### src/design/spxp_pkg.sv
// Shared types and constants for the sequence-pair x packer.
package spxp_pkg;

   localparam int MAX_BLOCKS_DEF = 64;
   localparam int WIDTH_BITS_DEF = 16;

   localparam int ID_W     = 6;
   localparam int POS_IN_W = 6;
   localparam int WID_IN_W = 16;
   localparam int X_W      = 22;

   localparam logic [X_W-1:0] X_MAX = X_W'(4194240);

   typedef struct packed {
      logic valid;
      logic first;
      logic kill;
   } spxp_ctl_type;

   typedef struct packed {
      logic [ID_W-1:0] id;
      logic [X_W-1:0]  x;
      logic [X_W-1:0]  right_edge;
   } spxp_data_type;

endpackage

### src/design/spxp_cell.sv
// One staircase cell: holds the entry for one negative position and updates a passing request.
module spxp_cell import spxp_pkg::*; #(
   parameter int INDEX = 0,
   parameter int POS_W = 6,
   parameter int W_W   = 16
) (
   input  logic               clock,
   input  logic               reset,
   input  logic               advance,
   input  spxp_ctl_type       in_ctl,
   input  spxp_data_type      in_data,
   input  logic [POS_W-1:0]   in_pos,
   input  logic [W_W-1:0]     in_width,
   output spxp_ctl_type       out_ctl,
   output spxp_data_type      out_data,
   output logic [POS_W-1:0]   out_pos,
   output logic [W_W-1:0]     out_width
);

   localparam int SUM_W = ((W_W > X_W) ? W_W : X_W) + 1;
   localparam logic [POS_W-1:0] MY_POS = POS_W'(INDEX);

   logic               valid_ff, valid_in;
   logic [X_W-1:0]     stair_edge_ff, stair_edge_in;
   spxp_ctl_type       ctl_ff, ctl_in;
   spxp_data_type      data_ff, data_in;
   logic [POS_W-1:0]   pos_ff;
   logic [W_W-1:0]     width_ff;

   logic               here_v;
   logic               at_pos;
   logic               below_pos;
   logic [X_W-1:0]     x_sel;
   logic [SUM_W-1:0]   sum;
   logic [X_W-1:0]     sat_edge;

   assign here_v    = valid_ff & ~in_ctl.first;
   assign at_pos    = (in_pos == MY_POS);
   assign below_pos = (MY_POS < in_pos);
   assign x_sel     = here_v ? stair_edge_ff : in_data.x;
   assign sum       = SUM_W'(x_sel) + SUM_W'(in_width);
   assign sat_edge  = (sum > SUM_W'(X_MAX)) ? X_MAX : sum[X_W-1:0];

   always_comb begin
      ctl_in        = in_ctl;
      data_in       = in_data;
      valid_in      = valid_ff;
      stair_edge_in = stair_edge_ff;
      if (in_ctl.valid) begin
         valid_in = here_v;
         priority if (below_pos) begin
            if (here_v) begin
               data_in.x = stair_edge_ff;
            end
         end else if (at_pos) begin
            data_in.x          = x_sel;
            data_in.right_edge = sat_edge;
            ctl_in.kill        = 1'b1;
            valid_in           = 1'b1;
            stair_edge_in      = sat_edge;
         end else begin
            if (in_ctl.kill && here_v) begin
               if (stair_edge_ff <= in_data.right_edge) begin
                  valid_in = 1'b0;
               end else begin
                  ctl_in.kill = 1'b0;
               end
            end
         end
      end
   end

   always_ff @(posedge clock) begin
      if (reset) begin
         valid_ff <= 1'b0;
         ctl_ff   <= '0;
      end else if (advance) begin
         valid_ff <= valid_in;
         ctl_ff   <= ctl_in;
      end
   end

   always_ff @(posedge clock) begin
      if (advance) begin
         stair_edge_ff <= stair_edge_in;
         data_ff       <= data_in;
         pos_ff        <= in_pos;
         width_ff      <= in_width;
      end
   end

   assign out_ctl   = ctl_ff;
   assign out_data  = data_ff;
   assign out_pos   = pos_ff;
   assign out_width = width_ff;

endmodule

### config.mk
export PLATFORM = sky130hd
export DESIGN_NAME = spxp_cell
export DESIGN_NICKNAME = d
export VERILOG_FILES = /design/src/design/spxp_pkg.sv /design/src/design/spxp_cell.sv
export SDC_FILE = /design/constraint.sdc
export NUM_CORES = 1
export LEC_CHECK = 0
export ABC_AREA = 1
export BUFFER_PORTS_ARGS = -buffer_cell sky130_fd_sc_hd__buf_4
export CAP_MARGIN = 20
export CORE_UTILIZATION = 53
export CTS_CLUSTER_SIZE = 20
export DETAILED_ROUTE_END_ITERATION = 16
export HOLD_SLACK_MARGIN = 0.05
export PLACE_DENSITY = 0.81
export SETUP_SLACK_MARGIN = 0.05
export SLEW_MARGIN = 20
export SYNTH_ARGS = -nofsm -noshare
export SYNTH_HDL_FRONTEND = slang
export SYNTH_SLANG_ARGS = --single-unit
### constraint.sdc
create_clock -name clock -period 3.2 [get_ports clock]
set_input_delay 0.48 -clock clock [delete_from_list [all_inputs] [get_ports clock]]
set_output_delay 0.48 -clock clock [all_outputs]
set_load 0.1 [all_outputs]
==> flow_summary.yaml <==
clock_network:
  h-tree-depth: 3
  numCtsBuffers: 9
  cts_tree: "built"
  cts.sink_count: 98
  ctsHoldBuffers: 0
  clock_latency_ps: 370
  root_buffer: "clkbuf_8"
  clkTransAtPathRegs_ps: 100
  cts_buffer_depth: 2
timing:
  worst_slew_pin_slew_ps: 678
  setup_slack_ps: -18.8
  skew_ps: 7.37
  hold_viol: 0
  maxSlewViolCount: 0
  max_slew_margin_pct: 54.5
  rsz0062_at_grt: "true"
  fin_crit_sh_pct: 101
  max_freq_mhz: 311
  setup_viol: 1
  setup_tns_ps: -18.8
  fin_crit_ps: 3220
yosys:
  ys.flop_type: "edfxtp_1"
  synth_fp_nets: 771
  syn_area_um2: 5510
  synth_top_family_by_area: "simple AND/OR/NAND/NOR gates"
  synth_area_per_cell_um2: 8.16
  synth_cell_types: 33
  async_flop_share_pct: 0
  yosysTopAreaCell: "edfxtp_1"
  yosys-top-cells-area: "edfxtp_1 (51%), nand2_1 (16%), inv_1 (8.0%), ha_1 (3.9%), o21ai_0 (3.6%)"
  yosys_register_bits: 98
  yosysTopAreaCellShare_pct: 51.3
  synth_seq_area_share_pct: 52.7
  synth_enable_flop_cells: 94
  yosys.area_share.simple_pct: 26.8
  synth_compound_area_share_pct: 6.20
  synth_mux_area_share_pct: 0
  postSynthCellCount: 675
  synthXorXnorAreaFrac_pct: 0.159
  ys_warn_count: 0
  synth-adder-area-share_pct: 4.23
die:
  die_area_um2: 10800
  ios: 153
  die_w_um: 104
  core_region_area_um2: 9910
  start_util_pct: 55.6
  dieHeight_um: 104
  rows: 36
critical_path:
  path_cells: "inv_2, nor2_4, buf_6, clkbuf_16, nand2_1, o21ai_2, ha_4, nand2_1, inv_1, nand2_1, nand2_1, nand2_1, nand2_1, inv_1, nand2_1, nand2_1, nand2_2, nor2_1, nand2_1, nor2_2, nand3_4, buf_6, nand3_1, a21oi_1"
  r2r-end: "out_data[3]"
  r2r_cells: 24
  startpoint_type: "flip-flop"
  slowest_stage: "dfxtp_4"
  cpMostUsedCell: "nand2_1"
  r2r_start: "valid_ff"
  critical_path.top_delay_family: "simple AND/OR/NAND/NOR gates"
  cp_slowest_stage_delay_ps: 380
  critPathCapture: "out_data[3]"
  critPathCaptureType: "flip-flop"
  path_class: "reg2reg"
  cp.depth: 24
  cp_num_buf_inv: 6
  arrival_ps: 3330
  worstPathMaxFanout: 8
  cp.required_ps: 3310
  crit_start: "valid_ff"
  r2r_slack_ps: -20
pwr:
  power_frac_seq_pct: 38.4
  irDropWorstVdd_mv: 0.347
  clockPowerShare_pct: 26.1
  p_leak_nw: 4.04
  intPower_mw: 2.53
  comb_power_share_pct: 35.5
  p_total_mw: 3.97
  power_switching_share_pct: 36.3
  switchingPower_mw: 1.44
  powerDensity_nw_per_um2: 480
finish:
  final_net_count: 999
  mostFrequentLayoutCells: "buf_4 (223), nand2_1 (186), inv_1 (115), edfxtp_1 (94), nand2_2 (42)"
  stdcell_count: 1041
  num_antenna_cells: 0
  final_common_cell: "buf_4"
  drive_above_1_share_pct: 41.6
  area_delta_synth_final_pct: 50.1
  final_util_pct: 83.4
place:
  port_buffers: 152
  dp_hpwl_mm: 11.2
  gp_congestion: 0.920
  placedCellCount: 987
global_route:
  antenna_found_initial: 0
  grt_usage_pct: 27.0
  first_global_vias: 4707
  grt_overflow_total: 0
  grt_max_degree: 44
  grt_pass1_wl_mm: 23.0
routing:
  drtIter0Drc: 380
  wirelength_mm: 17.4
  drc: 0
  routed-via-count: 5505
  drtAntennaViolNets: 0
  viasPerCell: 5.29
  routedWlPerCell_um: 16.7
  dr.pass1.iters: 5
worst_hold_path:
  hold_path_class: "in2reg"
outcome:
  failed_checks: "setup timing"
  status: "finished with violations"
flow_run:
  cap_violations: 0
## registers in the layout, indices dropped and copies added (netlist names)
| name | count |
|---|---|
| valid_ff | 1 |
| out_data | 50 |
| out_width | 16 |
| out_ctl | 3 |
| out_pos | 6 |
| stair_edge_ff | 22 |
## power groups by stage
stage          clock network [mW]  logic, mW  registers [mW]
6_report                     1.04       1.41            1.52
5_1_grt                      1.07       1.47            1.53
4_1_cts                      1.03       1.20            1.52
3_5_place_dp                    0       1.19            1.55
3_3_place_gp                    0       1.18            1.55
2_1_floorplan                   0      0.287            2.09
## worst register-to-register path: cells and delay by family (launching register included)
kind	cells	cell delay [ps]
simple gates	15	1490
buf+inv	6	640
flops	1	380
fa+ha+maj	1	260
compound gates	2	200
## cell usage after synthesis, types with 2 or more instances
library cell  count
a21oi_1          19
nand2_1         231
nor3_1            2
buf_6             2
o21ai_1           3
nand3b_1          7
dfxtp_1           4
ha_1             17
inv_1           118
clkbuf_1         11
o21ai_0          40
buf_2             2
edfxtp_1         94
buf_1             3
inv_2             3
nand3_1          38
nand4_1          18
nor2_1           48
## routing by layer
layer | vias up | share of wire (%) | track usage (%)
met5 | - | 0 | 0
met4 | 0 | 2.4 | 8.57
met3 | 42 | 8.3 | 4.14
met2 | 289 | 48 | 40.9
met1 | 2547 | 41 | 40.0
li1 | 2627 | - | -
## worst min-delay path by stage
stage,start,end,slack (ps),cells past startpoint
after floorplan,valid_ff,valid_ff,540,2
after global placement,out_ctl[2],out_ctl[2],450,2
after detailed placement,out_ctl[2],out_ctl[2],480,2
after CTS,reset,valid_ff,260,2
after global routing,reset,valid_ff,260,2
final,reset,valid_ff,260,2
## per-stage QoR
step	hold WS, ps	cell area, µm²	worst slack [ps]
2_1_floorplan	544	5510	224
3_5_place_dp	482	7090	-192
3_3_place_gp	450	7090	-133
4_1_cts	264	7360	52.9
5_1_grt	258	8270	-149
6_report	261	8270	-18.8
## area by class of cell
type	count	area, µm²
inverters	122	458
clock buffers	9	124
multi-input cells	437	2600
clock inverters	7	140
repair buffers	235	1870
fillers	602	1640
well taps	133	166
flip-flops and latches	98	2910
## kinds of logic (layout without fill, tap and decap cells)
logic type,Yosys count,after routing
and+or+nand+nor,352,352
buffers and inverters,140,373
AOI/OAI and AO/OA,66,66
adders and majority gates,18,18
DFF,98,98
xor gates and xnor gates,1,1
## timing repair
action	in CTS	in global routing
setup endpoints to repair	6	43
resized for setup	1	160
buffers inserted	0	35
pin swaps	0	37
gates cloned	0	3
No activity file was read; power rests on OpenSTA's default activity.
